`src/sv/aard_pkg.sv`:
```
// Shared constants, types and a helper function of the area-average RGB downscaler.
`default_nettype none
package aard_pkg;

  localparam int MAX_DIM    = 4096;
  localparam int DIM_LOG    = $clog2(MAX_DIM);
  localparam int POS_W      = DIM_LOG;
  localparam int DIM_W      = DIM_LOG + 1;
  localparam int ADDR_W     = DIM_LOG + 1;
  localparam int FRAC_W     = 4;
  localparam int EDGE_W     = DIM_LOG + 1 + FRAC_W;
  localparam int NUM_W      = 2 * DIM_LOG + 1 + FRAC_W;
  localparam int WX_W       = FRAC_W + 1;
  localparam int WT_W       = 2 * FRAC_W + 1;
  localparam int CH_W       = 8;
  localparam int RGB_W      = 3 * CH_W;
  localparam int ACC_W      = 40;
  localparam int AREA_W     = 2 * EDGE_W - 1;
  localparam int QUO_W      = CH_W + 1;
  localparam int CFG_DATA_W = 13;
  localparam int CFG_ADDR_W = 8;
  localparam int CMP_W      = (DIM_W > CFG_DATA_W) ? DIM_W : CFG_DATA_W;

  localparam logic [CFG_ADDR_W-1:0] CFG_SRC_WIDTH  = CFG_ADDR_W'(0);
  localparam logic [CFG_ADDR_W-1:0] CFG_SRC_HEIGHT = CFG_ADDR_W'(1);
  localparam logic [CFG_ADDR_W-1:0] CFG_DST_WIDTH  = CFG_ADDR_W'(2);
  localparam logic [CFG_ADDR_W-1:0] CFG_DST_HEIGHT = CFG_ADDR_W'(3);

  typedef struct packed {
    logic [ACC_W-1:0] red;
    logic [ACC_W-1:0] green;
    logic [ACC_W-1:0] blue;
  } acc_t;

  typedef enum logic [3:0] {
    ST_CLEAR,
    ST_E1C,
    ST_E1CW,
    ST_E1R,
    ST_E1RW,
    ST_IDLE,
    ST_RD,
    ST_WR,
    ST_EMRD,
    ST_EMST,
    ST_EMDIV,
    ST_EMWR,
    ST_UPD,
    ST_EDGE
  } state_e;

  function automatic logic [DIM_W-1:0] clamp_dim(input logic [CFG_DATA_W-1:0] v,
                                                 input logic [DIM_W-1:0] hi);
    logic [DIM_W-1:0] r;
    if (v == '0) begin
      r = DIM_W'(1);
    end else if (CMP_W'(v) > CMP_W'(hi)) begin
      r = hi;
    end else begin
      r = DIM_W'(v);
    end
    return r;
  endfunction

endpackage
`default_nettype wire

```
`src/sv/aard_edge_div.sv`:
```
// Cell edge unit: floor(16*i*s/d), one multiply then one quotient bit per cycle.
`default_nettype none
module aard_edge_div (
  input  wire logic                        clk_i,
  input  wire logic                        rst_ni,
  input  wire logic                        start_i,
  input  wire logic [aard_pkg::DIM_W-1:0]  mul_i,
  input  wire logic [aard_pkg::DIM_W-1:0]  fac_i,
  input  wire logic [aard_pkg::DIM_W-1:0]  den_i,
  output logic                             busy_o,
  output logic                             done_o,
  output logic [aard_pkg::EDGE_W-1:0]      q_o
);

  localparam int CNT_W = $clog2(aard_pkg::NUM_W);
  localparam int PRD_W = aard_pkg::NUM_W - aard_pkg::FRAC_W;

  logic                          run_q, run_d;
  logic                          done_q, done_d;
  logic [CNT_W-1:0]              cnt_q, cnt_d;
  logic [aard_pkg::NUM_W-1:0]    num_q, num_d;
  logic [aard_pkg::NUM_W-1:0]    quo_q, quo_d;
  logic [aard_pkg::DIM_W-2:0]    rem_q, rem_d;
  logic [aard_pkg::DIM_W-1:0]    den_q, den_d;
  logic [2*aard_pkg::DIM_W-1:0]  prod;
  logic [aard_pkg::DIM_W-1:0]    rem_t;
  logic                          ge;

  always_comb begin
    prod   = mul_i * fac_i;
    rem_t  = {rem_q, num_q[aard_pkg::NUM_W-1]};
    ge     = rem_t >= den_q;
    run_d  = run_q;
    done_d = 1'b0;
    cnt_d  = cnt_q;
    num_d  = num_q;
    quo_d  = quo_q;
    rem_d  = rem_q;
    den_d  = den_q;
    if (start_i) begin
      run_d = 1'b1;
      cnt_d = CNT_W'(aard_pkg::NUM_W - 1);
      num_d = {prod[PRD_W-1:0], aard_pkg::FRAC_W'(0)};
      quo_d = '0;
      rem_d = '0;
      den_d = den_i;
    end else if (run_q) begin
      num_d = {num_q[aard_pkg::NUM_W-2:0], 1'b0};
      quo_d = {quo_q[aard_pkg::NUM_W-2:0], ge};
      rem_d = ge ? (aard_pkg::DIM_W-1)'(rem_t - den_q) : rem_t[aard_pkg::DIM_W-2:0];
      cnt_d = cnt_q - CNT_W'(1);
      if (cnt_q == '0) begin
        run_d  = 1'b0;
        done_d = 1'b1;
      end
    end
  end

  always_ff @(posedge clk_i or negedge rst_ni) begin
    if (!rst_ni) begin
      run_q  <= 1'b0;
      done_q <= 1'b0;
      cnt_q  <= '0;
    end else begin
      run_q  <= run_d;
      done_q <= done_d;
      cnt_q  <= cnt_d;
    end
  end

  always_ff @(posedge clk_i) begin
    num_q <= num_d;
    quo_q <= quo_d;
    rem_q <= rem_d;
    den_q <= den_d;
  end

  assign busy_o = run_q;
  assign done_o = done_q;
  assign q_o    = quo_q[aard_pkg::EDGE_W-1:0];

endmodule
`default_nettype wire

```
`config.mk`:
```
export PLATFORM = sky130hd
export DESIGN_NAME = aard_edge_div
export DESIGN_NICKNAME = d
export VERILOG_FILES = /design/src/sv/aard_pkg.sv /design/src/sv/aard_edge_div.sv
export SDC_FILE = /design/constraint.sdc
export NUM_CORES = 1
export LEC_CHECK = 0
export BUFFER_PORTS_ARGS = -buffer_cell sky130_fd_sc_hd__clkbuf_2
export CAP_MARGIN = 20
export CORE_MARGIN = 5
export CORE_UTILIZATION = 35
export CTS_CLUSTER_DIAMETER = 120
export DETAILED_ROUTE_END_ITERATION = 10
export MAX_ROUTING_LAYER = met4
export PLACE_DENSITY_LB_ADDON = 0.05
export SLEW_MARGIN = 20
export SYNTH_ARGS = -nofsm -noshare
export SYNTH_HDL_FRONTEND = slang
export SYNTH_SLANG_ARGS = --single-unit
```
`constraint.sdc`:
```
create_clock -name clk_i -period 2.8 [get_ports clk_i]
set_clock_uncertainty 0.2 [all_clocks]
set_input_delay 0.28 -clock clk_i [delete_from_list [all_inputs] [get_ports clk_i]]
set_output_delay 0.28 -clock clk_i [all_outputs]
set_load 0.03 [all_outputs]
```
==> results.txt, run 1 <==
Outcome - finished, violations left
Failing checks - setup timing
Tmin final - 4.95 ns
Top FF cell, synth - edfxtp_1
Num CTS Buffers - 9
Post-Route M1 WL - 10600 um
Crit path buffers/inverters - 5
H-tree Lvls - 3
Synth Instances - 978
Vias per inst - 4.67
PortBufs - 60
CP Data Arrival Time - 4.84 ns
Final hold vios - 0
Grt total ovfl - 0
Max-slew violation count - 0
Pre-CTS WS - -2.68 ns
Drt total wl - 22100 um
Reg2reg setup slack - 0.19 ns
Seq cells post-synth - 74
Row count - 59
GR Util All Layers - 0.163
Unique masters post-synth - 62
Clock sink count - 74
Clock root buffer - clkbuf_16
Met3 Wirelength - 551 um
Met2 WL post-DR - 10700 um
Pin count of the biggest net entering global routing - 38
Share of cells above drive strength 1 - 0.324
Full die area - 29300 sq um
Top cells by area, synth - fa_1 (27%), edfxtp_1 (13%), ha_1 (11%)
Crit path max-delay cell type - fa_1
Worst-path clk slew - 0.06 ns
Critical path, cell by cell - buf_8 > and2_4 > fa_1 > inv_2 > fa_1 > inv_2 > fa_1 > inv_2 > fa_1 > fa_1 > inv_2 > ha_4 > a21o_1 > a221oi_4 > o211a_4 > nor4_2 > or3_1 > a31o_1
Die width - 171 um
Drt pass-1 iters - 6
CP dominant cell by count - fa_1
I/O pin count - 61
Worst Path Required - 2.69 ns
Syn-to-layout area delta - 35.0%
Worst-Margin Slew - 0.553 ns
Final Cycle Share - 1.77
Fillers - 2532
Insertion delay to the later sink of the worst-skew pair - 0.33 ns
Final setup fails - 21
DR top layer - met4
Initial antenna violation count - 0
Detailed-route via count - 7016
Yosys top cell by area - fa_1
Placeable Area - 25800 sq um
Commonest cells after routing, fill and taps aside - inv_1 (162), nand2_1 (121), fa_1 (112)
Fmax - 0.202 GHz
DR WL/cell - 14.7 um
Crit Path Max Fanout - 5
Syn_nets - 1224
RSZ-0062 raised after global routing - true
Ant diodes - 0
Drt drc - 0
Worst path max stage delay - 0.54 ns
Max clock buf depth - 2
Pwr dens - 1150 nW/um^2
Antenna-violating nets left - 0
Critical path class - input pin to flop
Ys async rst share - 0.0946
Hold Path Class - input pin to flop
Synth Cell Area - 9080 sq um
CP Capture Type - flop
CTS tree - done
Nets - 1408
Max Cap Viol - 0
Final WS setup - -2.15 ns
Chip height - 171 um
Worst path top cell family by delay - adder cells
Slew headroom - 0.632
Post-synth EDFFs - 38
Placer Congestion - 0.856
Avg Cell Area, Syn - 9.29 sq um
Leak pwr - 6.02 nW
Commonest non-fill, non-tap cell in the layout - inv_1
Startpoint Class - input pin
Initial Utilization - 0.351
First-pass GRT wire length - 37300 um
Ys Warns - 0
Number of global-route vias before repair - 7535
Seq/Total Area, Yosys - 0.209
Starting DRT DRC Count - 270
Post-DP HPWL - 17700 um
Worst hold slack - 0.0457 ns
Top-area cell type share of the netlist area - 0.267
Peak VDD IR - 979 uV
## kinds of logic after synthesis
family	after synthesis	share of synthesized area
AND/OR/NAND/NOR	284	0.149
buffers and inverters	242	0.101
adder cells (fa/ha/maj)	204	0.381
AO/OA/AOI/OAI	104	0.0842
flip-flops	74	0.209
multiplexers	38	0.0449
XOR/XNOR	32	0.0309
## cell usage after synthesis, types with 3 or more instances
master and instances:
o211ai_1 4, a211o_1 3, o21ai_0 13, o31ai_1 6, nor2_1 40, inv_1 198, edfxtp_1 38, nor2b_1 4
a311oi_1 6, a21o_1 10, nand3_1 9, mux2i_1 19, fa_1 121, nand4_1 5, nand2_1 127, o21bai_1 5
dfrtp_1 7, clkbuf_1 38, dfxtp_1 29, xnor2_1 20, buf_1 3, and2_1 80, nor3_1 3, a21oi_1 27
and3_1 5, o21a_1 4, ha_1 83, nand2b_1 5, xor2_1 12, mux2_2 18
## per-layer routing
layer / vias up / global-route usage
met5: - / -
met4: 0 / 0.0272
met3: 15 / 0.0201
met2: 85 / 0.268
met1: 3468 / 0.221
li1: 3448 / -
## worst reg2reg max path: cells and delay by family, from the launching register on
| family | cells | cell delay (ns) |
|---|---|---|
| AO/OA/AOI/OAI | 5 | 1.28 |
| adder cells (fa/ha/maj) | 1 | 0.40 |
| flip-flops | 1 | 0.33 |
| buffers and inverters | 2 | 0.22 |
| AND/OR/NAND/NOR | 1 | 0.11 |
## worst paths after layout
check	from	end	depth (start not counted)
worst max-delay path	mul_i[6]	num_q[26]$_DFFE_PP_	18
worst min-delay path	start_i	rem_q[8]$_SDFFE_PP0P_	2
worst max register to register	den_q[6]$_DFFE_PP_	rem_q[8]$_SDFFE_PP0P_	9
worst min register to register	rem_q[4]$_SDFFE_PP0P_	rem_q[5]$_SDFFE_PP0P_	2
max in group asynchronous	rst_ni	busy_o$_DFF_PN0_	2
min in group asynchronous	rst_ni	cnt_q[4]$_DFFE_PN0P_	2
## where the power goes
group | internal [mW] | switching (mW) | leakage [nW]
clock network | 0.680 | 0.439 | 0.145
logic | 6.00 | 5.35 | 5.17
registers | 1.52 | 0.0703 | 0.706
total | 8.20 | 5.86 | 6.02
## registers in the layout, indices dropped and copies added (netlist names)
name,flops
cnt_q,5
quo_q,17
busy_o,1
den_q,13
rem_q,12
num_q,25
done_o,1
## stage by stage
| stage | total power, mW | util | TNS, ns | cell area [sq um] | cells |
|---|---|---|---|---|---|
| floorplan | 7.83 | - | -39.83 | 9480 | 978 |
| global placement | 10.8 | 0.416 | -47.86 | 10800 | 1444 |
| detailed placement | 10.8 | 0.416 | -48.02 | 10800 | 1444 |
| CTS | 13.2 | 0.461 | -37.02 | 11900 | 1489 |
| global route | 15.5 | 0.474 | -40.07 | 12300 | 1502 |
| finish | 14.1 | 0.474 | -37.11 | 12300 | 1502 |
## final cells by class
class | count | area (sq um) | share of cell area
Sequential cell | 74 | 1900 | 0.155
Tap cell | 335 | 419 | 0.0342
Inverter | 199 | 747 | 0.0609
Clock inverter | 3 | 22.5 | 0.00184
Multi-Input combinational cell | 662 | 6920 | 0.565
Timing Repair Buffer | 216 | 1980 | 0.161
Clock buffer | 13 | 272 | 0.0221
## what timing repair did
item | CTS | global route
endpoints found under the hold margin | 20 | 0
hold buffers | 14 | 0
setup buffers | 15 | 12
pin swaps | 75 | 77
gates resized for setup | 131 | 76
cloned | 1 | 2
setup endpoints to repair | 22 | 23
(Power assumes the default switching activity.)
==> run 2, diff against run 1 <==
--- a/config.mk
+++ b/config.mk
@@ -9,6 +9,7 @@
 export CAP_MARGIN = 20
 export CORE_MARGIN = 5
 export CORE_UTILIZATION = 35
+export CTS_BUF_LIST = sky130_fd_sc_hd__clkbuf_8
 export CTS_CLUSTER_DIAMETER = 120
 export DETAILED_ROUTE_END_ITERATION = 10
 export MAX_ROUTING_LAYER = met4
==> results.txt, run 2 (synthesis results as in run 1) <==
Outcome - finished, violations left (unchanged)
Failing checks - setup timing (unchanged)
Final hold vios - 0 (unchanged)
Slew headroom - 0.636 (was 0.632)
Switching part of the total - 0.425 (was 0.417)
Final setup fails - 21 (unchanged)
Worst hold slack - 0.0314 ns (was 0.0457 ns)
Drt drc - 0 (unchanged)
Post-place instance area - 10800 sq um (unchanged)
Nets - 1410 (was 1408)
Hold Path Class - input pin to flop (unchanged)
Pin count of the biggest net entering global routing - 38 (unchanged)
Fmax - 0.202 GHz (about the same)
Final Cycle Share - 1.76 (was 1.77)
Placeable Area - 25800 sq um (unchanged)
Post-layout power - 13.7 mW (was 14.1 mW)
Full die area - 29300 sq um (unchanged)
Commonest cells after routing, fill and taps aside - inv_1 (166), nand2_1 (122), buf_4 (112) (was inv_1 (162), nand2_1 (121), fa_1 (112))
Peak VDD IR - 1000 uV (was 979 uV)
RSZ-0062 raised after global routing - true (unchanged)
Setup_tns - -37.14 ns (was -37.11 ns)
Crit Path Max Fanout - 5 (unchanged)
Initial Utilization - 0.351 (unchanged)
Vias per inst - 4.67 (about the same)
First-pass GRT wire length - 37600 um (was 37300 um)
Initial antenna violation count - 0 (unchanged)
Insertion delay to the later sink of the worst-skew pair - 0.35 ns (was 0.33 ns)
Die width - 171 um (unchanged)
Share of cells above drive strength 1 - 0.321 (was 0.324)
Biggest register - num_q (unchanged)
Part of the power in the clock network - 0.061 (was 0.080)
Final WS setup - -2.14 ns (was -2.15 ns)
Number of global-route vias before repair - 7534 (was 7535)
Placer Congestion - 0.856 (unchanged)
Fin cells - 1504 (was 1502)
Commonest non-fill, non-tap cell in the layout - inv_1 (unchanged)
Worst-Margin Slew - 0.545 ns (was 0.553 ns)
Tmin final - 4.94 ns (was 4.95 ns)
Critical path class - input pin to flop (unchanged)
Drt pass-1 iters - 4 (was 6)
Antenna-violating nets left - 0 (unchanged)
Power share of the combinational group - 0.823 (was 0.807)
Sw Pwr - 5.82 mW (was 5.86 mW)
CTS tree - done (unchanged)
Detailed-route via count - 7022 (was 7016)
Drt total wl - 22200 um (was 22100 um)
Starting DRT DRC Count - 246 (was 270)
Clock root buffer - clkbuf_8 (was clkbuf_16)
Finished Cell Area - 12100 sq um (was 12300 sq um)
Syn-to-layout area delta - 33.6% (was 35.0%)
I/O pin count - 61 (unchanged)
Startpoint Class - input pin (unchanged)
CP Data Arrival Time - 4.85 ns (was 4.84 ns)
Met1 GRT Util - 0.226 (was 0.221)
Worst-path clk slew - 0.08 ns (was 0.06 ns)
GR Util All Layers - 0.164 (was 0.163)
Grt total ovfl - 0 (unchanged)
Chip height - 171 um (unchanged)
Num CTS Buffers - 9 (unchanged)
Biggest regs - num_q x25, quo_q x17, den_q x13 (unchanged)
Post-DP HPWL - 17700 um (unchanged)
Pwr dens - 1130 nW/um^2 (was 1150 nW/um^2)
CP Capture Type - flop (unchanged)
P_int - 7.88 mW (was 8.20 mW)
Max-slew violation count - 0 (unchanged)
Seq pwr share - 0.116 (was 0.113)
DR WL/cell - 14.7 um (about the same)
Max clock buf depth - 2 (unchanged)
Clock sink count - 74 (unchanged)
PortBufs - 60 (unchanged)
DP Cell Count - 1444 (unchanged)
Leak pwr - 5.99 nW (was 6.02 nW)
Worst Path Required - 2.71 ns (was 2.69 ns)
Max Cap Viol - 0 (unchanged)
Top Usage Layer GRT - met2 (unchanged)
Met3 usage - 0.0208 (was 0.0201)
Ant diodes - 0 (unchanged)
H-tree Lvls - 3 (unchanged)
Max FFs per register - 25 (unchanged)
Row count - 59 (unchanged)
Global-route track usage on met2 - 0.270 (was 0.268)
run 2: cell types whose count changed in the layout (fill, tap and decap cells not counted), moves of 2 or more:
| cell | change |
|---|---|
| ha_1 | +2 |
| fa_1 | -2 |
| inv_1 | +4 |
| buf_4 | +3 |
| inv_2 | -2 |
| fa_2 | +2 |
| clkbuf_1 | -2 |
| clkbuf_8 | +9 |
| buf_12 | -2 |
| clkbuf_16 | -9 |
| ha_4 | -2 |
run 2: cell type report:
type                            count  area [sq um]
Timing Repair Buffer              218          1990
Inverter                          199           747
Sequential cell                    74          1900
Clock inverter                      6          60.1
Tap cell                          335           419
Multi-Input combinational cell    662          6890
Clock buffer                       10           138
Fill cell                        2548         13700
run 2: repair_timing:
item	in CTS	in global routing
hold endpoints to repair	20	0
pin swaps	86	79
cloned	3	1
hold buffers	14	0
buffers inserted	18	10
endpoints found under the setup margin	22	23
resized for setup	141	60
run 2: stage by stage:
step	utilization	setup WS, ns
4_1_cts	0.460	-2.19
6_report	0.470	-2.14
2_1_floorplan	-	-2.37
3_3_place_gp	0.416	-2.68
5_1_grt	0.470	-2.28
3_5_place_dp	0.416	-2.68
run 2: critical path, cell delays in order:
cell and delay, ns:
clkbuf_16 0.14, and2_4 0.14, fa_1 0.54, inv_2 0.04, fa_1 0.51, inv_2 0.04, fa_1 0.51, inv_2 0.04
fa_1 0.47, fa_1 0.51, inv_2 0.05, ha_4 0.25, a21o_1 0.20, a221oi_4 0.31, o211a_4 0.26, nor4_2 0.06
or3_1 0.30, a31o_1 0.20
run 2: path summary, 6_finish.rpt:
kind                                       start               endpoint  slack [ns]  cells past startpoint
max in group asynchronous                 rst_ni       busy_o$_DFF_PN0_        2.08                      2
setup / recovery                        mul_i[6]    num_q[26]$_DFFE_PP_       -2.14                     18
setup reg to reg              den_q[6]$_DFFE_PP_  rem_q[8]$_SDFFE_PP0P_        0.19                      9
hold / removal                           start_i  rem_q[8]$_SDFFE_PP0P_        0.03                      2
min in group asynchronous                 rst_ni   cnt_q[0]$_DFFE_PN0P_        0.12                      2
hold reg to reg            rem_q[4]$_SDFFE_PP0P_  rem_q[5]$_SDFFE_PP0P_        0.30                      2
run 2: power by group through the flow:
| stage | sequential (mW) | combinational (mW) | clock, mW |
|---|---|---|---|
| final | 1.59 | 11.3 | 0.835 |
| after global routing | 1.61 | 12.6 | 0.914 |
| after CTS | 1.59 | 10.6 | 0.869 |
| after detailed placement | 1.60 | 9.20 | 0 |
| after global placement | 1.60 | 9.22 | 0 |
| after floorplan | 1.58 | 6.25 | 0 |
run 2: per-layer routing:
| layer | vias to the layer above | share of wire |
|---|---|---|
| li1 | 3449 | - |
| met1 | 3493 | 0.49 |
| met2 | 67 | 0.48 |
| met3 | 13 | 0.020 |
| met4 | 0 | 0.0065 |
| met5 | - | 0 |
