<file path="src/sv/aard_pkg.sv">
// Shared constants, types and a helper function of the area-average RGB downscaler.
`default_nettype none
package aard_pkg;

  localparam int MAX_DIM    = 4096;
  localparam int DIM_LOG    = $clog2(MAX_DIM);
  localparam int POS_W      = DIM_LOG;
  localparam int DIM_W      = DIM_LOG + 1;
  localparam int ADDR_W     = DIM_LOG + 1;
  localparam int FRAC_W     = 4;
  localparam int EDGE_W     = DIM_LOG + 1 + FRAC_W;
  localparam int NUM_W      = 2 * DIM_LOG + 1 + FRAC_W;
  localparam int WX_W       = FRAC_W + 1;
  localparam int WT_W       = 2 * FRAC_W + 1;
  localparam int CH_W       = 8;
  localparam int RGB_W      = 3 * CH_W;
  localparam int ACC_W      = 40;
  localparam int AREA_W     = 2 * EDGE_W - 1;
  localparam int QUO_W      = CH_W + 1;
  localparam int CFG_DATA_W = 13;
  localparam int CFG_ADDR_W = 8;
  localparam int CMP_W      = (DIM_W > CFG_DATA_W) ? DIM_W : CFG_DATA_W;

  localparam logic [CFG_ADDR_W-1:0] CFG_SRC_WIDTH  = CFG_ADDR_W'(0);
  localparam logic [CFG_ADDR_W-1:0] CFG_SRC_HEIGHT = CFG_ADDR_W'(1);
  localparam logic [CFG_ADDR_W-1:0] CFG_DST_WIDTH  = CFG_ADDR_W'(2);
  localparam logic [CFG_ADDR_W-1:0] CFG_DST_HEIGHT = CFG_ADDR_W'(3);

  typedef struct packed {
    logic [ACC_W-1:0] red;
    logic [ACC_W-1:0] green;
    logic [ACC_W-1:0] blue;
  } acc_t;

  typedef enum logic [3:0] {
    ST_CLEAR,
    ST_E1C,
    ST_E1CW,
    ST_E1R,
    ST_E1RW,
    ST_IDLE,
    ST_RD,
    ST_WR,
    ST_EMRD,
    ST_EMST,
    ST_EMDIV,
    ST_EMWR,
    ST_UPD,
    ST_EDGE
  } state_e;

  function automatic logic [DIM_W-1:0] clamp_dim(input logic [CFG_DATA_W-1:0] v,
                                                 input logic [DIM_W-1:0] hi);
    logic [DIM_W-1:0] r;
    if (v == '0) begin
      r = DIM_W'(1);
    end else if (CMP_W'(v) > CMP_W'(hi)) begin
      r = hi;
    end else begin
      r = DIM_W'(v);
    end
    return r;
  endfunction

endpackage
`default_nettype wire

</file>
<file path="src/sv/aard_avg_div.sv">
// Averaging unit: three channel sums divided by the cell area, one bit per cycle, clamped.
`default_nettype none
module aard_avg_div (
  input  wire logic                        clk_i,
  input  wire logic                        rst_ni,
  input  wire logic                        start_i,
  input  wire aard_pkg::acc_t              sum_i,
  input  wire logic [aard_pkg::AREA_W-1:0] area_i,
  output logic                             done_o,
  output logic [aard_pkg::RGB_W-1:0]       rgb_o
);

  localparam int REM_W = aard_pkg::AREA_W + aard_pkg::CH_W;
  localparam int CNT_W = $clog2(aard_pkg::QUO_W);

  logic                         run_q, run_d;
  logic                         done_q, done_d;
  logic [CNT_W-1:0]             cnt_q, cnt_d;
  logic [REM_W-1:0]             dvs_q, dvs_d;
  logic [REM_W-1:0]             rem_q [3];
  logic [REM_W-1:0]             rem_d [3];
  logic [aard_pkg::QUO_W-1:0]   quo_q [3];
  logic [aard_pkg::QUO_W-1:0]   quo_d [3];
  logic [REM_W-1:0]             sum_x [3];
  logic [aard_pkg::CH_W-1:0]    ch    [3];

  always_comb begin
    sum_x[0] = REM_W'(sum_i.red);
    sum_x[1] = REM_W'(sum_i.green);
    sum_x[2] = REM_W'(sum_i.blue);
    run_d  = run_q;
    done_d = 1'b0;
    cnt_d  = cnt_q;
    dvs_d  = dvs_q;
    for (int l = 0; l < 3; l++) begin
      rem_d[l] = rem_q[l];
      quo_d[l] = quo_q[l];
    end
    if (start_i) begin
      run_d = 1'b1;
      cnt_d = CNT_W'(aard_pkg::QUO_W - 1);
      dvs_d = {area_i, aard_pkg::CH_W'(0)};
      for (int l = 0; l < 3; l++) begin
        rem_d[l] = sum_x[l];
        quo_d[l] = '0;
      end
    end else if (run_q) begin
      dvs_d = dvs_q >> 1;
      cnt_d = cnt_q - CNT_W'(1);
      for (int l = 0; l < 3; l++) begin
        if (rem_q[l] >= dvs_q) begin
          rem_d[l] = rem_q[l] - dvs_q;
          quo_d[l] = {quo_q[l][aard_pkg::QUO_W-2:0], 1'b1};
        end else begin
          quo_d[l] = {quo_q[l][aard_pkg::QUO_W-2:0], 1'b0};
        end
      end
      if (cnt_q == '0) begin
        run_d  = 1'b0;
        done_d = 1'b1;
      end
    end
    for (int l = 0; l < 3; l++) begin
      ch[l] = quo_q[l][aard_pkg::QUO_W-1] ? '1 : quo_q[l][aard_pkg::CH_W-1:0];
    end
  end

  always_ff @(posedge clk_i or negedge rst_ni) begin
    if (!rst_ni) begin
      run_q  <= 1'b0;
      done_q <= 1'b0;
      cnt_q  <= '0;
    end else begin
      run_q  <= run_d;
      done_q <= done_d;
      cnt_q  <= cnt_d;
    end
  end

  always_ff @(posedge clk_i) begin
    dvs_q <= dvs_d;
    for (int l = 0; l < 3; l++) begin
      rem_q[l] <= rem_d[l];
      quo_q[l] <= quo_d[l];
    end
  end

  assign done_o = done_q;
  assign rgb_o  = {ch[0], ch[1], ch[2]};

endmodule
`default_nettype wire

</file>
<file path="config.mk">
export PLATFORM = sky130hd
export DESIGN_NAME = aard_avg_div
export DESIGN_NICKNAME = d
export VERILOG_FILES = /design/src/sv/aard_pkg.sv /design/src/sv/aard_avg_div.sv
export SDC_FILE = /design/constraint.sdc
export NUM_CORES = 1
export LEC_CHECK = 0
export ABC_AREA = 1
export BUFFER_PORTS_ARGS = -buffer_cell sky130_fd_sc_hd__clkbuf_2
export CAP_MARGIN = 20
export CORE_MARGIN = 2
export CORE_UTILIZATION = 46
export DETAILED_ROUTE_END_ITERATION = 8
export PLACE_DENSITY = 0.67
export SYNTH_ARGS = -nofsm -noshare
export SYNTH_HDL_FRONTEND = slang
export SYNTH_SLANG_ARGS = --single-unit
</file>
<file path="constraint.sdc">
create_clock -name clk_i -period 2.75 [get_ports clk_i]
set_input_delay 0.1375 -clock clk_i [delete_from_list [all_inputs] [get_ports clk_i]]
set_output_delay 0.1375 -clock clk_i [all_outputs]
set_load 0.02 [all_outputs]
</file>
==> impl_metrics.py, run 1 <==
metrics = {
    "placed_design": {
        "place.port_buffers": 180,
        "dp.cells": 3198,
        "gp_congestion": 1.03,
        "hpwl_um": 50400,
        "pre_cts_slack_ns": -0.144,
    },
    "die": {
        "placementRows": 70,
        "chipHeight_um": 195,
        "floorplan.die_area_sq_um": 38100,
        "num_ports": 181,
        "dieWidth_um": 195,
        "core_area_sq_um": 36300,
        "floorplan.initialDensity": 0.464,
    },
    "worst_setup_path": {
        "worstPathRequired_ns": 2.94,
        "critical_path_capture_point_type": "register",
        "startpoint_of_the_most_critical_register_to_register_path": "dvs_q[7]",
        "critical_path.reg2reg.endpoint": "rem_q[0][32]",
        "r2r_slack_ns": 0.03,
        "critPathArrivalTime_ns": 2.91,
        "worst_case_reg_to_reg_path_depth": 14,
        "crit_type": "reg2reg",
        "critical_path.startpoint_type": "register",
        "worstPathMaxFanout": 19,
    },
    "route": {
        "drt-wirelength-per-cell_um": 18.9,
        "drt_drc_violations_left": 0,
        "antenna_left": 0,
        "detail_route.wirelength_um": 63700,
        "drt_iter0_markers": 1193,
        "drt_pre_antenna_iters": 6,
        "drt-vias-per-instance": 5.33,
        "via_count": 18000,
    },
    "timing": {
        "tightest_slew_ns": 0.704,
        "drv_slew": 0,
        "rsz0062_at_grt": "true",
        "timing.clock.skew_ns": 0.0130,
        "fin_crit_share": 0.990,
        "timing.slew.headroom": 0.530,
        "finalWorstSetupSlack_ns": 0.0277,
        "setup-violations-final": 0,
        "hold_viol": 0,
        "layout_min_cycle_time_ns": 2.72,
        "finalHoldWorstSlack_ns": 0.00289,
        "achievable-frequency_ghz": 0.367,
    },
    "yosys": {
        "synth_fp_nets": 2783,
        "ys.warnings.count": 0,
        "syn_area_sq_um": 16800,
        "synth_cells": 2499,
        "syn_area_per_cell_sq_um": 6.73,
        "synth_top_flop_cell": "sky130_fd_sc_hd__edfxtp_1",
        "synth.yosys.seq_area_share": 0.328,
        "synth.lib_cells_used.distinct": 44,
        "edff_count_synth": 153,
        "postSynth.asyncResetShare": 0.0305,
        "ffs_latches_synth": 197,
    },
    "finish": {
        "antenna-diode-count": 0,
        "finalNonFillerCells": 3373,
        "seq_area_sq_um": 5510,
        "area_growth_pct": 27.3,
        "multi_input_comb_area_sq_um": 10100,
        "fillerInstances": 3433,
        "layout.cells.most_common_list": "878 x sky130_fd_sc_hd__nand2_1, 310 x sky130_fd_sc_hd__inv_1, 230 x sky130_fd_sc_hd__nor2_1",
        "nNetsFinal": 3176,
        "mostFrequentLayoutCell": "sky130_fd_sc_hd__nand2_1",
        "fraction_of_final_layout_cells_sized_beyond_drive_strength_1": 0.152,
    },
    "clock_tree": {
        "tritoncts": "built",
        "worst_setup_hold_path_clk_slew_ns": 0.08,
        "worstSkewPairLatency_ns": 0.48,
        "cts_max_level": 4,
        "cts.root.buffer_cell": "sky130_fd_sc_hd__clkbuf_16",
        "clock_tree.buffer_depth": 2,
        "cts_buffers": 17,
        "tritoncts_num_sinks": 197,
    },
    "worst_hold_path": {
        "hold_path_depth": 3,
        "worst_hold_path_type": "in2reg",
        "timing.hold.worst_endpoint": "rem_q[0][97]",
        "min_from": "sum_i[15]",
    },
    "global_route": {
        "grt_usage": 0.330,
        "global_route_wire_length_before_repair_um": 95200,
        "vias_in_the_first_global_route": 17600,
        "grt_max_degree": 67,
        "grt_overflow": 0,
        "grt_antenna_before_repair": 0,
    },
    "power": {
        "power_density_nw_per_um2": 1270,
        "power.ir.vdd_worst_mv": 0.667,
        "leakage_nw": 10.5,
    },
    "run": {
        "cap_viol_max_count": 0,
    },
    "status": {
        "status": "completed",
    },
}
==> critical path, stage by stage, from the launching register on <==
cell and delay, ns:
sky130_fd_sc_hd__dfxtp_1 0.36, sky130_fd_sc_hd__clkinvlp_4 0.18, sky130_fd_sc_hd__buf_12 0.18, sky130_fd_sc_hd__ha_4 0.29
sky130_fd_sc_hd__nand2_1 0.10, sky130_fd_sc_hd__nor2_2 0.20, sky130_fd_sc_hd__nand4_1 0.18, sky130_fd_sc_hd__nand3b_4 0.16
sky130_fd_sc_hd__nand2_1 0.09, sky130_fd_sc_hd__nand3_2 0.07, sky130_fd_sc_hd__nand2_1 0.07, sky130_fd_sc_hd__nand2_2 0.09
sky130_fd_sc_hd__nand2_1 0.08, sky130_fd_sc_hd__nand2_2 0.16, sky130_fd_sc_hd__buf_12 0.20
==> Yosys cell counts (all sizes together), types with 8 or more instances <==
cell | instances | area [sq um]
edfxtp | 153 | 4590
inv | 343 | 1290
nand4 | 16 | 100
nand2 | 896 | 3400
nand3 | 119 | 661
nor3 | 12 | 60.1
nand3b | 18 | 143
o21ai | 169 | 846
nor2 | 261 | 1040
clkbuf | 25 | 95.1
a31oi | 8 | 50.1
o22ai | 32 | 200
ha | 125 | 1560
dfxtp | 38 | 761
a21oi | 132 | 661
xor2 | 15 | 131
buf | 13 | 103
o21bai | 20 | 150
o21a | 8 | 60.1
xnor2 | 56 | 490
==> flip-flops by register name, indices dropped and copies added, names as in the netlist <==
signal  count
rem_q     123
dvs_q      41
quo_q      27
cnt_q       4
done_o      1
run_q       1
==> final cells by class <==
class | instances | share of cell area
tap | 468 | 0.0274
sequential | 197 | 0.257
timing repair buffer | 412 | 0.150
inverter | 347 | 0.0615
clock buffer | 20 | 0.0229
clock inverter | 12 | 0.00801
multi-input combinational | 1917 | 0.473
==> report_power, final <==
part / total, mW / leakage [nW] / switching [mW] / internal [mW]
Sequential: 5.37 / 2.01 / 0.586 / 4.78
Combinational: 19.0 / 8.20 / 12.1 / 6.87
Clock: 2.82 / 0.320 / 1.37 / 1.45
Total: 27.2 / 10.5 / 14.1 / 13.1
==> worst max path at each step <==
stage | startpoint | end | slack, ns | cells past startpoint
floorplan | dvs_q[1] | rem_q[0][100] | 0.18 | 12
global placement | dvs_q[39] | rem_q[0][49] | -0.11 | 13
detailed placement | dvs_q[39] | rem_q[0][47] | -0.14 | 13
CTS | dvs_q[25] | rem_q[0][53] | 0.01 | 14
global route | dvs_q[5] | rem_q[0][36] | -0.06 | 13
finish | dvs_q[7] | rem_q[0][32] | 0.03 | 14
==> per-stage QoR <==
stage               setup TNS [ns]  cell area, sq um   util  power [mW]
global route                 -4.43             21400  0.590        29.2
detailed placement           -9.37             18900  0.521        23.1
CTS                              0             21000  0.579        26.3
finish                           0             21400  0.590        27.2
floorplan                        0             16800      -        17.1
global placement             -6.77             18900  0.521        23.0
==> what timing repair did <==
item                                    CTS  global route
gates cloned                              1             5
hold buffers                            132             0
gates resized for setup                  19            66
pin swaps                                 2             5
endpoints found under the hold margin   137             0
endpoints found under the setup margin  124           185
buffers inserted                          0             5
==> layer usage <==
layer  track usage  share of wire  vias up
met5             0              0        -
met4         0.131          0.038        0
met3        0.0358          0.048      129
met2         0.584           0.49      580
met1         0.411           0.43     8383
li1              -              -     8899
==> kinds of logic after synthesis <==
group | share of synthesized area
and+or+nand+nor | 0.327
buffers and inverters | 0.0894
AOI/OAI and AO/OA | 0.122
DFF | 0.328
adders and majority gates | 0.0966
xor gates and xnor gates | 0.0370
Power figures use the tool's default switching activity.
==> run 2: changes to the inputs <==
--- a/config.mk
+++ b/config.mk
@@ -9,9 +9,10 @@
 export BUFFER_PORTS_ARGS = -buffer_cell sky130_fd_sc_hd__clkbuf_2
 export CAP_MARGIN = 20
 export CORE_MARGIN = 2
-export CORE_UTILIZATION = 46
+export CORE_UTILIZATION = 50
+export CTS_BUF_LIST = sky130_fd_sc_hd__clkbuf_2 sky130_fd_sc_hd__clkbuf_4 sky130_fd_sc_hd__clkbuf_8
 export DETAILED_ROUTE_END_ITERATION = 8
-export PLACE_DENSITY = 0.67
+export PLACE_DENSITY = 0.72
 export SYNTH_ARGS = -nofsm -noshare
 export SYNTH_HDL_FRONTEND = slang
 export SYNTH_SLANG_ARGS = --single-unit
==> impl_metrics.py, run 2 (synthesis results as in run 1) <==
metrics = {
    "worst_setup_path": {
        "cpMaxStageDelayCell": "sky130_fd_sc_hd__ha_1",
        "worst_path_largest_cell_delay_ns": 0.53,
        "path_common_cell": "sky130_fd_sc_hd__nand2_1",
        "stages_on_worst_setup_path": 11,
        "critical_path_capture_point_type": "register",
        "worstPathRequired_ns": 2.99,
        "critical_path_buffers_and_inverters": 3,
        "worst_case_reg_to_reg_path_depth": 11,
        "crit_type": "reg2reg",
        "worstPathMaxFanout": 26,
        "critical_path.startpoint_type": "register",
        "critical_path.top_delay_family": "simple AND/OR/NAND/NOR gates",
        "r2r_slack_ns": 0.04,
        "timing.critical_path.cells": "inv_1, ha_1, inv_1, nor3_1, nand2_1, nor2_1, nand2_1, nand2_2, nand2_1, nand2_2, buf_12",
        "critPathArrivalTime_ns": 2.94,
    },
    "route": {
        "drt-vias-per-instance": 5.39,
        "drt_pre_antenna_iters": 6,
        "drt_iter0_markers": 1476,
        "drt-wirelength-per-cell_um": 18.5,
        "drt_drc_violations_left": 0,
        "detail_route.wirelength_um": 62500,
        "antenna_left": 0,
        "via_count": 18200,
    },
    "clock_tree": {
        "worst_setup_hold_path_clk_slew_ns": 0.11,
        "cts_buffers": 17,
        "tritoncts_num_sinks": 197,
        "worstSkewPairLatency_ns": 0.55,
        "cts_max_level": 4,
        "tritoncts": "built",
        "clock_tree.buffer_depth": 2,
        "cts.root.buffer_cell": "sky130_fd_sc_hd__clkbuf_8",
    },
    "placed_design": {
        "place.port_buffers": 180,
        "dp.cells": 3188,
        "gp_congestion": 0.989,
        "hpwl_um": 49500,
    },
    "timing": {
        "achievable-frequency_ghz": 0.369,
        "hold_viol": 0,
        "timing.clock.skew_ns": 0.0283,
        "tightest_slew_ns": 0.931,
        "drv_slew": 0,
        "setup-violations-final": 0,
        "rsz0062_at_grt": "true",
        "timing.slew.headroom": 0.380,
        "fin_crit_share": 0.985,
        "layout_min_cycle_time_ns": 2.71,
    },
    "worst_hold_path": {
        "hold_path_depth": 3,
        "worst_hold_path_type": "in2reg",
    },
    "die": {
        "num_ports": 181,
        "core_area_sq_um": 33300,
        "chipHeight_um": 187,
        "floorplan.initialDensity": 0.505,
        "placementRows": 67,
        "dieWidth_um": 187,
        "floorplan.die_area_sq_um": 35100,
    },
    "global_route": {
        "grt_max_degree": 92,
        "grt_overflow": 0,
        "grt_usage": 0.354,
        "global_route_wire_length_before_repair_um": 95700,
        "vias_in_the_first_global_route": 18200,
        "grt_antenna_before_repair": 1,
    },
    "finish": {
        "area_growth_pct": 27.5,
        "largest-register": "rem_q",
        "fraction_of_final_layout_cells_sized_beyond_drive_strength_1": 0.159,
        "largest_register_ff_count": 123,
        "final_util": 0.644,
        "finalNonFillerCells": 3381,
        "largest_registers": "rem_q: 123 flops, dvs_q: 41 flops, quo_q: 27 flops",
        "mostFrequentLayoutCell": "sky130_fd_sc_hd__nand2_1",
        "nNetsFinal": 3203,
        "layout.cells.most_common_list": "882 x sky130_fd_sc_hd__nand2_1, 302 x sky130_fd_sc_hd__inv_1, 229 x sky130_fd_sc_hd__nor2_1",
    },
    "power": {
        "cell_internal_pwr_mw": 12.5,
        "p_clk_frac": 0.078,
        "sw_frac_of_total": 0.527,
        "pwr-share-comb": 0.720,
        "power_density_nw_per_um2": 1230,
        "total_switching_power_mw": 13.9,
        "leakage_nw": 10.5,
        "power.ir.vdd_worst_mv": 0.711,
        "sequential_fraction_of_design_power": 0.202,
    },
    "status": {
        "status": "completed",
    },
    "run": {
        "cap_viol_max_count": 0,
    },
}
-- run 2: cell count changes in the layout (fill, tap and decap cells not counted), sizes merged --
| cell | previous run | this run |
|---|---|---|
| dlygate4sd3 | 132 | 155 |
| buf | 98 | 104 |
| inv | 347 | 351 |
| bufinv | 1 | 0 |
| diode | 0 | 1 |
| clkinvlp | 2 | 1 |
| clkbuf | 202 | 197 |
| bufbuf | 0 | 1 |
-- run 2: final cells by class --
type                       instances  area (sq um)
timing repair buffer             439          3330
multi-input combinational       1917         10300
tap                              448           561
clock inverter                    14           178
antenna                            1          2.50
clock buffer                      18           248
sequential                       197          5510
inverter                         347          1320
fill                            3093         11800
-- run 2: what timing repair did --
| action | in CTS | in global routing |
|---|---|---|
| gates cloned | 1 | 0 |
| endpoints found under the setup margin | 114 | 203 |
| buffers inserted | 1 | 3 |
| resized for setup | 61 | 46 |
| pin swaps | 4 | 2 |
| hold buffers | 155 | 0 |
| hold endpoints to repair | 159 | 0 |
-- run 2: power groups by stage --
stage	Sequential [mW]	Clock (mW)	Combinational (mW)
after floorplan	5.08	0	12.1
after global placement	5.26	0	17.6
after detailed placement	5.25	0	17.6
after CTS	5.30	2.08	18.4
after global routing	5.44	2.17	20.9
final	5.35	2.06	19.0
-- run 2: final timing paths --
kind / start / to
worst max-delay path: dvs_q[40] / rem_q[0][27]
worst min register to register: cnt_q[2] / done_o
worst min-delay path: start_i / rem_q[0][58]
worst max register to register: dvs_q[40] / rem_q[0][27]
min in group asynchronous: rst_ni / run_q
max in group asynchronous: rst_ni / cnt_q[0]
-- run 2: per-layer routing --
layer / wire, um / GRT usage / vias to the layer above / share of wire
met5: 0 / 0 / - / 0
met4: 2740 / 0.156 / 0 / 0.044
met3: 3740 / 0.0375 / 151 / 0.060
met2: 30200 / 0.627 / 698 / 0.48
met1: 25800 / 0.437 / 8406 / 0.41
li1: - / - / 8953 / -
-- run 2: per-stage QoR --
stage	instance area (sq um)	hold WS (ns)	power [mW]	TNS, ns	worst slack, ns
after detailed placement	18900	-0.0203	22.8	-8.43	-0.185
final	21400	0.0583	26.4	0	0.0414
after floorplan	16800	-0.158	17.1	0	0.182
after CTS	21200	0.0460	25.8	0	0.00271
after global placement	18900	-0.0280	22.8	-8.25	-0.205
after global routing	21400	0.108	28.5	-3.29	-0.0777
-- run 2: worst reg2reg max path, delay by kind of cell, from the launching register on --
| kind | cells | cell delay (ns) |
|---|---|---|
| DFF | 1 | 0.34 |
| and+or+nand+nor | 7 | 1.05 |
| adders and majority gates | 1 | 0.53 |
| buffers and inverters | 3 | 0.48 |
